[src/rtl/core/ave_pkg.sv]
// Shared constants and the item type passed from the front end to the back end.
package ave_pkg;

	localparam int Channels = 4;
	localparam int ChIdxW = (Channels > 1) ? $clog2(Channels) : 1;

	localparam int NumW = 52;
	localparam int DivSteps = NumW;
	localparam int CntW = $clog2(DivSteps);

	localparam int QDepth = 2;
	localparam int QPtrW = (QDepth > 1) ? $clog2(QDepth) : 1;
	localparam int QCntW = $clog2(QDepth + 1);

	localparam logic [3:0] CfgGainBase = 4'd0;
	localparam logic [3:0] CfgOffsetBase = 4'd4;
	localparam logic [3:0] CfgLimit = 4'd8;

	localparam logic signed [31:0] GainReset = 32'sd65536;
	localparam logic signed [53:0] MsPerS = 54'sd1000;

	typedef struct packed {
		logic [1:0]         channel;
		logic [10:0]        sample;
		logic signed [31:0] gain;
		logic signed [31:0] offset;
		logic [31:0]        elapsed;
		logic signed [11:0] diff;
		logic               vel_en;
	} ave_item_t;

endpackage

[src/rtl/core/adc_angle_velocity_estimator.sv]
// Top level of the ADC angle and velocity estimator.
// Each item is queued, popped, multiplied, scaled, divided and registered at the output.
// When velocity is flagged invalid, the divider is skipped.
// The restoring divider yields one bit per cycle; the back end pops items only when idle.
// A two-entry queue lets the input take items while a result waits at the output.
// Reset clears the gains to 1.0, the offsets and channel history to zero, and all handshakes.
module adc_angle_velocity_estimator (
	input  logic               clk,
	input  logic               arst_n,
	input  logic               in_valid,
	output logic               in_stall,
	input  logic [1:0]         channel,
	input  logic [10:0]        sample,
	input  logic [31:0]        time_ms,
	output logic               out_valid,
	input  logic               out_stall,
	output logic [1:0]         out_channel,
	output logic signed [43:0] position,
	output logic signed [52:0] velocity,
	output logic               velocity_valid,
	input  logic               cfg_valid,
	output logic               cfg_ready,
	input  logic [3:0]         cfg_index,
	input  logic [31:0]        cfg_data
);

	logic q_full;
	logic q_empty;
	logic q_push;
	logic q_pop;
	ave_pkg::ave_item_t push_item;
	ave_pkg::ave_item_t pop_item;

	ave_front u_front (
		.clk       (clk),
		.arst_n    (arst_n),
		.in_valid  (in_valid),
		.in_stall  (in_stall),
		.channel   (channel),
		.sample    (sample),
		.time_ms   (time_ms),
		.cfg_valid (cfg_valid),
		.cfg_ready (cfg_ready),
		.cfg_index (cfg_index),
		.cfg_data  (cfg_data),
		.q_full    (q_full),
		.q_push    (q_push),
		.q_item    (push_item)
	);

	ave_queue u_queue (
		.clk       (clk),
		.arst_n    (arst_n),
		.push      (q_push),
		.push_item (push_item),
		.full      (q_full),
		.pop       (q_pop),
		.pop_item  (pop_item),
		.empty     (q_empty)
	);

	ave_back u_back (
		.clk            (clk),
		.arst_n         (arst_n),
		.q_empty        (q_empty),
		.q_item         (pop_item),
		.q_pop          (q_pop),
		.out_valid      (out_valid),
		.out_stall      (out_stall),
		.out_channel    (out_channel),
		.position       (position),
		.velocity       (velocity),
		.velocity_valid (velocity_valid)
	);

endmodule

[src/rtl/core/ave_front.sv]
// Front end: configuration registers, per-channel history and item classification.
module ave_front (
	input  logic                  clk,
	input  logic                  arst_n,
	input  logic                  in_valid,
	output logic                  in_stall,
	input  logic [1:0]            channel,
	input  logic [10:0]           sample,
	input  logic [31:0]           time_ms,
	input  logic                  cfg_valid,
	output logic                  cfg_ready,
	input  logic [3:0]            cfg_index,
	input  logic [31:0]           cfg_data,
	input  logic                  q_full,
	output logic                  q_push,
	output ave_pkg::ave_item_t    q_item
);

	logic signed [31:0] gain_q [4];
	logic signed [31:0] offset_q [4];
	logic [10:0] last_sample_q [ave_pkg::Channels];
	logic [31:0] last_time_q [ave_pkg::Channels];

	logic [ave_pkg::ChIdxW-1:0] st_idx;
	logic in_range;
	logic accept;
	logic [31:0] elapsed;

	assign cfg_ready = 1'b1;
	assign in_stall = q_full;
	assign accept = in_valid && !q_full;
	assign q_push = accept;
	assign st_idx = channel[ave_pkg::ChIdxW-1:0];
	assign in_range = int'(channel) < ave_pkg::Channels;
	assign elapsed = time_ms - last_time_q[st_idx];

	always_comb begin
		q_item.channel = channel;
		q_item.sample = sample;
		q_item.gain = gain_q[channel];
		q_item.offset = offset_q[channel];
		q_item.elapsed = elapsed;
		q_item.diff = $signed({1'b0, sample}) - $signed({1'b0, last_sample_q[st_idx]});
		q_item.vel_en = in_range && (elapsed != 32'd0);
	end

	always_ff @(posedge clk or negedge arst_n) begin
		if (!arst_n) begin
			for (int i = 0; i < 4; i++) begin
				gain_q[i] <= ave_pkg::GainReset;
				offset_q[i] <= '0;
			end
		end else if (cfg_valid && cfg_ready) begin
			if (cfg_index < ave_pkg::CfgOffsetBase) begin
				gain_q[cfg_index[1:0]] <= cfg_data;
			end else if (cfg_index < ave_pkg::CfgLimit) begin
				offset_q[cfg_index[1:0]] <= cfg_data;
			end
		end
	end

	always_ff @(posedge clk or negedge arst_n) begin
		if (!arst_n) begin
			for (int i = 0; i < ave_pkg::Channels; i++) begin
				last_sample_q[i] <= '0;
				last_time_q[i] <= '0;
			end
		end else if (accept && in_range) begin
			last_sample_q[st_idx] <= sample;
			last_time_q[st_idx] <= time_ms;
		end
	end

endmodule

[src/rtl/core/ave_queue.sv]
// Short queue that decouples the front end from the back end.
module ave_queue (
	input  logic               clk,
	input  logic               arst_n,
	input  logic               push,
	input  ave_pkg::ave_item_t push_item,
	output logic               full,
	input  logic               pop,
	output ave_pkg::ave_item_t pop_item,
	output logic               empty
);

	ave_pkg::ave_item_t entry_q [ave_pkg::QDepth];
	logic [ave_pkg::QPtrW-1:0] wr_ptr_q;
	logic [ave_pkg::QPtrW-1:0] rd_ptr_q;
	logic [ave_pkg::QCntW-1:0] count_q;

	assign full = count_q == ave_pkg::QCntW'(ave_pkg::QDepth);
	assign empty = count_q == '0;
	assign pop_item = entry_q[rd_ptr_q];

	always_ff @(posedge clk) begin
		if (push && !full) begin
			entry_q[wr_ptr_q] <= push_item;
		end
	end

	always_ff @(posedge clk or negedge arst_n) begin
		if (!arst_n) begin
			wr_ptr_q <= '0;
			rd_ptr_q <= '0;
			count_q <= '0;
		end else begin
			if (push && !full) begin
				wr_ptr_q <= (int'(wr_ptr_q) == ave_pkg::QDepth - 1) ? '0 : wr_ptr_q + 1'b1;
			end
			if (pop && !empty) begin
				rd_ptr_q <= (int'(rd_ptr_q) == ave_pkg::QDepth - 1) ? '0 : rd_ptr_q + 1'b1;
			end
			if ((push && !full) && !(pop && !empty)) begin
				count_q <= count_q + 1'b1;
			end else if (!(push && !full) && (pop && !empty)) begin
				count_q <= count_q - 1'b1;
			end
		end
	end

	assert property (@(posedge clk) disable iff (!arst_n)
		int'(count_q) <= ave_pkg::QDepth)
		else $error("queue count exceeds depth");

	assert property (@(posedge clk) disable iff (!arst_n)
		(push && !full && !pop) |=> !empty)
		else $error("queue empty after a push");

	assert property (@(posedge clk) disable iff (!arst_n)
		empty |-> (wr_ptr_q == rd_ptr_q))
		else $error("queue pointers differ while empty");

endmodule

[src/rtl/core/ave_back.sv]
// Back end: position and velocity arithmetic with a bit-serial divider and output register.
module ave_back (
	input  logic                      clk,
	input  logic                      arst_n,
	input  logic                      q_empty,
	input  ave_pkg::ave_item_t        q_item,
	output logic                      q_pop,
	output logic                      out_valid,
	input  logic                      out_stall,
	output logic [1:0]                out_channel,
	output logic signed [43:0]        position,
	output logic signed [52:0]        velocity,
	output logic                      velocity_valid
);

	typedef enum logic [2:0] {
		S_IDLE,
		S_MUL,
		S_SCALE,
		S_DIV,
		S_DONE
	} state_t;

	state_t state_q;
	ave_pkg::ave_item_t item_q;
	logic signed [43:0] pos_q;
	logic signed [43:0] prod_q;
	logic neg_q;
	logic [31:0] rem_q;
	logic [ave_pkg::NumW-1:0] quo_q;
	logic [ave_pkg::CntW-1:0] cnt_q;

	logic out_valid_q;
	logic [1:0] out_channel_q;
	logic signed [43:0] position_q;
	logic signed [52:0] velocity_q;
	logic velocity_valid_q;

	logic signed [43:0] pos_mul;
	logic signed [43:0] diff_mul;
	logic signed [53:0] num;
	logic [53:0] num_mag;
	logic [32:0] rem_sh;
	logic [32:0] rem_sub;
	logic out_free;
	logic [52:0] quo_ext;

	assign q_pop = (state_q == S_IDLE) && !q_empty;
	assign out_free = !out_valid_q || !out_stall;

	always_comb begin
		pos_mul = $signed({1'b0, item_q.sample}) * item_q.gain;
		diff_mul = item_q.diff * item_q.gain;
		num = {{10{prod_q[43]}}, prod_q} * ave_pkg::MsPerS;
		num_mag = num[53] ? 54'(-num) : 54'(num);
		rem_sh = {rem_q, quo_q[ave_pkg::NumW-1]};
		rem_sub = rem_sh - {1'b0, item_q.elapsed};
		quo_ext = {1'b0, quo_q};
	end

	always_ff @(posedge clk or negedge arst_n) begin
		if (!arst_n) begin
			state_q <= S_IDLE;
			item_q <= '0;
			pos_q <= '0;
			prod_q <= '0;
			neg_q <= 1'b0;
			rem_q <= '0;
			quo_q <= '0;
			cnt_q <= '0;
			out_valid_q <= 1'b0;
			out_channel_q <= '0;
			position_q <= '0;
			velocity_q <= '0;
			velocity_valid_q <= 1'b0;
		end else begin
			if (state_q == S_DONE && out_free) begin
				out_valid_q <= 1'b1;
			end else if (!out_stall) begin
				out_valid_q <= 1'b0;
			end
			unique case (state_q)
				S_IDLE: begin
					if (!q_empty) begin
						item_q <= q_item;
						state_q <= S_MUL;
					end
				end
				S_MUL: begin
					pos_q <= pos_mul + {{12{item_q.offset[31]}}, item_q.offset};
					prod_q <= diff_mul;
					state_q <= S_SCALE;
				end
				S_SCALE: begin
					rem_q <= '0;
					cnt_q <= '0;
					if (item_q.vel_en) begin
						neg_q <= num[53];
						quo_q <= num_mag[ave_pkg::NumW-1:0];
						state_q <= S_DIV;
					end else begin
						neg_q <= 1'b0;
						quo_q <= '0;
						state_q <= S_DONE;
					end
				end
				S_DIV: begin
					if (!rem_sub[32]) begin
						rem_q <= rem_sub[31:0];
						quo_q <= {quo_q[ave_pkg::NumW-2:0], 1'b1};
					end else begin
						rem_q <= rem_sh[31:0];
						quo_q <= {quo_q[ave_pkg::NumW-2:0], 1'b0};
					end
					cnt_q <= cnt_q + 1'b1;
					if (cnt_q == ave_pkg::CntW'(ave_pkg::DivSteps - 1)) begin
						state_q <= S_DONE;
					end
				end
				S_DONE: begin
					if (out_free) begin
						out_channel_q <= item_q.channel;
						position_q <= pos_q;
						velocity_q <= neg_q ? 53'(-quo_ext) : quo_ext;
						velocity_valid_q <= item_q.vel_en;
						state_q <= S_IDLE;
					end
				end
				default: begin
					state_q <= S_IDLE;
				end
			endcase
		end
	end

	assign out_valid = out_valid_q;
	assign out_channel = out_channel_q;
	assign position = position_q;
	assign velocity = velocity_q;
	assign velocity_valid = velocity_valid_q;

	assert property (@(posedge clk) disable iff (!arst_n)
		(out_valid && !velocity_valid) |-> (velocity == '0))
		else $error("nonzero velocity on an invalid result");

	assert property (@(posedge clk) disable iff (!arst_n)
		(state_q == S_DIV) |-> (item_q.elapsed != 32'd0))
		else $error("divider running with a zero divisor");

	assert property (@(posedge clk) disable iff (!arst_n)
		(state_q == S_DIV && cnt_q == ave_pkg::CntW'(ave_pkg::DivSteps - 1)) |=>
		(state_q == S_DONE))
		else $error("divider did not finish after its last step");

	assert property (@(posedge clk) disable iff (!arst_n)
		$rose(out_valid) |-> ($past(state_q) == S_DONE))
		else $error("result presented outside the done state");

endmodule
[config.mk]
export PLATFORM = sky130hd
export DESIGN_NAME = adc_angle_velocity_estimator
export DESIGN_NICKNAME = d
export VERILOG_FILES = /design/src/rtl/core/ave_pkg.sv /design/src/rtl/core/adc_angle_velocity_estimator.sv /design/src/rtl/core/ave_front.sv /design/src/rtl/core/ave_queue.sv /design/src/rtl/core/ave_back.sv
export SDC_FILE = /design/constraint.sdc
export NUM_CORES = 2
export LEC_CHECK = 0
export BUFFER_PORTS_ARGS = -buffer_cell sky130_fd_sc_hd__buf_2
export CAP_MARGIN = 15
export CORE_AREA = 2 2 399 401
export DETAILED_ROUTE_END_ITERATION = 7
export DIE_AREA = 0 0 401 403
export GPL_TIMING_DRIVEN = 0
export PLACE_DENSITY = 0.72
export SLEW_MARGIN = 20
export SYNTH_ARGS = -nofsm -noshare
export SYNTH_HDL_FRONTEND = slang
export SYNTH_HIERARCHICAL = 1
export SYNTH_SLANG_ARGS = --single-unit
export TNS_END_PERCENT = 50
[constraint.sdc]
create_clock -name clk -period 7.1 [get_ports clk]
set_input_delay 0.71 -clock clk [delete_from_list [all_inputs] [get_ports clk]]
set_output_delay 0.71 -clock clk [all_outputs]
set_load 0.05 [all_outputs]
==> reports/metrics.cfg <==
[run_status]
status = completed

[logic_synthesis]
netlist_top_cells_count = inv_1, fa_1, dfrtp_1
synth_simple_gate_area_share_pct = 9.91
synth_mux_area_share_pct = 13.0
synth_fa_ha_area_share_pct = 26.1
ys_ff_latch = 1081
synth_ff_type = dfrtp_1
synth_top_area_share_pct = 25.1
synth-xor-area-share_pct = 2.66
synthCells = 7536
syn_avg_cell_area_sq_um = 11.0
synth_top_cell_by_area = dfrtp_1
async_reset_ff_share_pct = 77.4
synth_area_sq_um = 83000
synth-edff-count = 244
yosys.cell_count.top_type = inv_1
netlist_top_cells_area = dfrtp_1, fa_1, edfxtp_1, mux2_2, ha_1
synth_compound_area_share_pct = 7.72
synth-seq-area-share_pct = 34.1
yosysWarnings = 6
yosys.cell_types.count = 103
syn_nets = 8843
synth_top_family_by_area = adder cells

[drt]
drc_errors = 0
drt_first_pass_iters = 7
drt_wl_total_mm = 222
wire_per_inst_um = 22.2
vias_per_cell = 5.76
ant_nets = 0
detail_route.iter0.violations = 4256
num_vias = 57800

[global_routing]
antenna_found_initial = 24
grt_max_degree = 138
grt_pass1_wl_mm = 347
overflow = 0
grt_pass1_vias = 60000
grt_usage_pct = 27.7

[sta]
max-slew-margin-rel_pct = 22.1
fin_skew_ns = 0.0744
post-route-period-util_pct = 98.8
setup_viol = 0
fmax_mhz = 143
rsz0062_at_grt = true
finalHoldViolations = 0
drv_slew = 0
setup_slack_ns = 0.0845
finalCriticalPeriod_ns = 7.02
worst_pin_slew_ns = 1.17

[clock_tree]
cts_root_buf = clkbuf_16
clkTransAtPathRegs_ns = 0.06
clock_sinks = 1081
cts_buffers = 113
cts_tree = built
cts_htree_levels = 3
clk_path_buf_depth = 3
insertion_delay_ns = 0.78

[critical_path]
crit_fanout = 10
endpoint_kind = register
path_class = register to register
reg2regPathDepth = 23
startpoint_type = register
cp_common_cell = fa_1
cp.arrival_ns = 7.66
r2r-start = u_back/item_q[78]$_DFFE_PN0P_
path_cells = clkbuf_4, nand2_1, fa_1, inv_1, fa_1, ha_1, ha_1, inv_1, fa_1, inv_1, fa_1, a21o_1, a21oi_1, o21ai_0, a211oi_2, nor4_1, o31ai_2, buf_4, a21oi_1, a21oi_2, o21ai_0, or4b_2, nand3_1
cp_slowest_stage_delay_ns = 0.65
ff2ff_setup_slack_ns = 0.08
required_ns = 7.75
rr_endpoint = u_back/pos_q[39]$_DFFE_PN0P_
slowest_stage = dfrtp_1

[final_layout]
num-fill-cells = 13000
area_growth_pct = 9.95
multi_input_area_sq_um = 49400
final_nets = 9161
stdcell_area_sq_um = 91300
seqCellArea_sq_um = 28300
layout-drive-gt1-share_pct = 18.0

[hold_path]
hold_end = u_front/last_time_q[69]$_DFFE_PN0P_
hp-start = time_ms[5]
hold_path.class = input port to register
holdPathStages = 2

[floorplan]
die-height_um = 403
ioPinCount = 189
design.core.area_sq_um = 157000
die_w_um = 401
core.rowCount = 146
initial_utilization_pct = 52.7
die_area_sq_um = 162000

[placed_design]
port_buffers = 187
dp_hpwl_mm = 174
pre_cts_ws_ns = -1.20
place_congestion = 0.974
dpl-instance-area_sq_um = 86900

[run]
max-cap-violations = 0

## cells by family after synthesis
logic type                 after synthesis
and+or+nand+nor                       1703
other                                    1
muxes                                  832
xor gates and xnor gates               251
DFF                                   1081
buffers and inverters                 1418
adders and majority gates             1222
AOI/OAI and AO/OA                     1028
## state kept, by name, indices dropped and copies added, names as in the netlist, 52 cells and up
register	count
u_queue/entry_q	244
u_front/gain_q	128
u_front/last_time_q	128
u_front/offset_q	128
u_back/item_q	122
u_back/velocity	53
u_back/quo_q	52
## layer usage
layer / wire length [um] / GRT usage, %
met5: 126 / 0
met4: 8410 / 10.1
met3: 15200 / 4.33
met2: 106000 / 45.5
met1: 92400 / 37.6
## through the flow
stage / setup TNS [ns] / util, % / hold WS, ns / cells
final: 0 / 58.0 / 0.242 / 10000
after global placement: - / 55.0 / 0.462 / 9795
after detailed placement: -13.82 / 55.2 / 0.464 / 9808
after global routing: -0.0443 / 58.0 / 0.223 / 10000
after floorplan: 0 / - / 0.414 / 7536
after CTS: -0.0484 / 57.9 / 0.185 / 10000
## cells in the final DEF, fill, tap and decap left out, types with 38 or more instances in the layout
| cell | count |
|---|---|
| mux2_4 | 70 |
| mux2i_1 | 38 |
| mux4_2 | 107 |
| and3_1 | 39 |
| a21oi_1 | 236 |
| clkbuf_1 | 206 |
| xor2_1 | 131 |
| nand2_1 | 771 |
| nand3_1 | 66 |
| clkbuf_16 | 116 |
| mux2_2 | 616 |
| xnor2_1 | 119 |
| nor2_1 | 209 |
| a21o_1 | 87 |
| edfxtp_1 | 244 |
| dfrtp_1 | 810 |
| o31ai_1 | 47 |
| nand2b_1 | 52 |
| o21ai_0 | 335 |
| fa_1 | 848 |
| nor3_1 | 55 |
| ha_1 | 373 |
| clkbuf_2 | 81 |
| and2_1 | 315 |
| inv_1 | 1059 |
| buf_2 | 207 |
## critical path, delay by kind of cell, from the launching register on
kind	cells	cell delay, ns
adder cells (fa/ha/maj)	6	2.48
AO/OA/AOI/OAI	8	2.00
AND/OR/NAND/NOR	4	0.96
buffers and inverters	5	0.77
flip-flops	1	0.65
## repair_timing
action | CTS | global route
endpoints found under the hold margin | 74 | 0
endpoints found under the setup margin | 37 | 53
buffers inserted | 1 | 1
resized for setup | 117 | 120
hold buffers | 1 | 0
pin swaps | 2 | 1
## how the worst max path moves through the flow
stage	from	end	slack, ns
2_1_floorplan	in_valid	u_queue/entry_q[0][0]$_DFFE_PP_	0.30
3_3_place_gp	arst_n	u_back/position[31]$_DFFE_PN0P_	-12.86
3_5_place_dp	u_back/item_q[81]$_DFFE_PN0P_	u_back/pos_q[42]$_DFFE_PN0P_	-1.20
4_1_cts	u_back/item_q[2]$_DFFE_PN0P_	u_back/prod_q[42]$_DFFE_PN0P_	-0.05
5_1_grt	u_back/item_q[93]$_DFFE_PN0P_	u_back/pos_q[32]$_DFFE_PN0P_	-0.02
6_report	u_back/item_q[78]$_DFFE_PN0P_	u_back/pos_q[39]$_DFFE_PN0P_	0.08
## area by class of cell
class | instances | share of cell area (%)
diodes | 8 | 0.0219
plain buffers | 357 | 1.87
clock buffers | 141 | 3.35
clock inverters | 71 | 0.994
inverters | 1060 | 4.36
multi-input cells | 5037 | 54.1
flip-flops and latches | 1081 | 31.0
well taps | 2072 | 2.84
repair buffers | 204 | 1.45
Power is left out: the tool's default activity adds up to more than one toggle a clock period on the data nets, which glitch-free logic cannot reach.
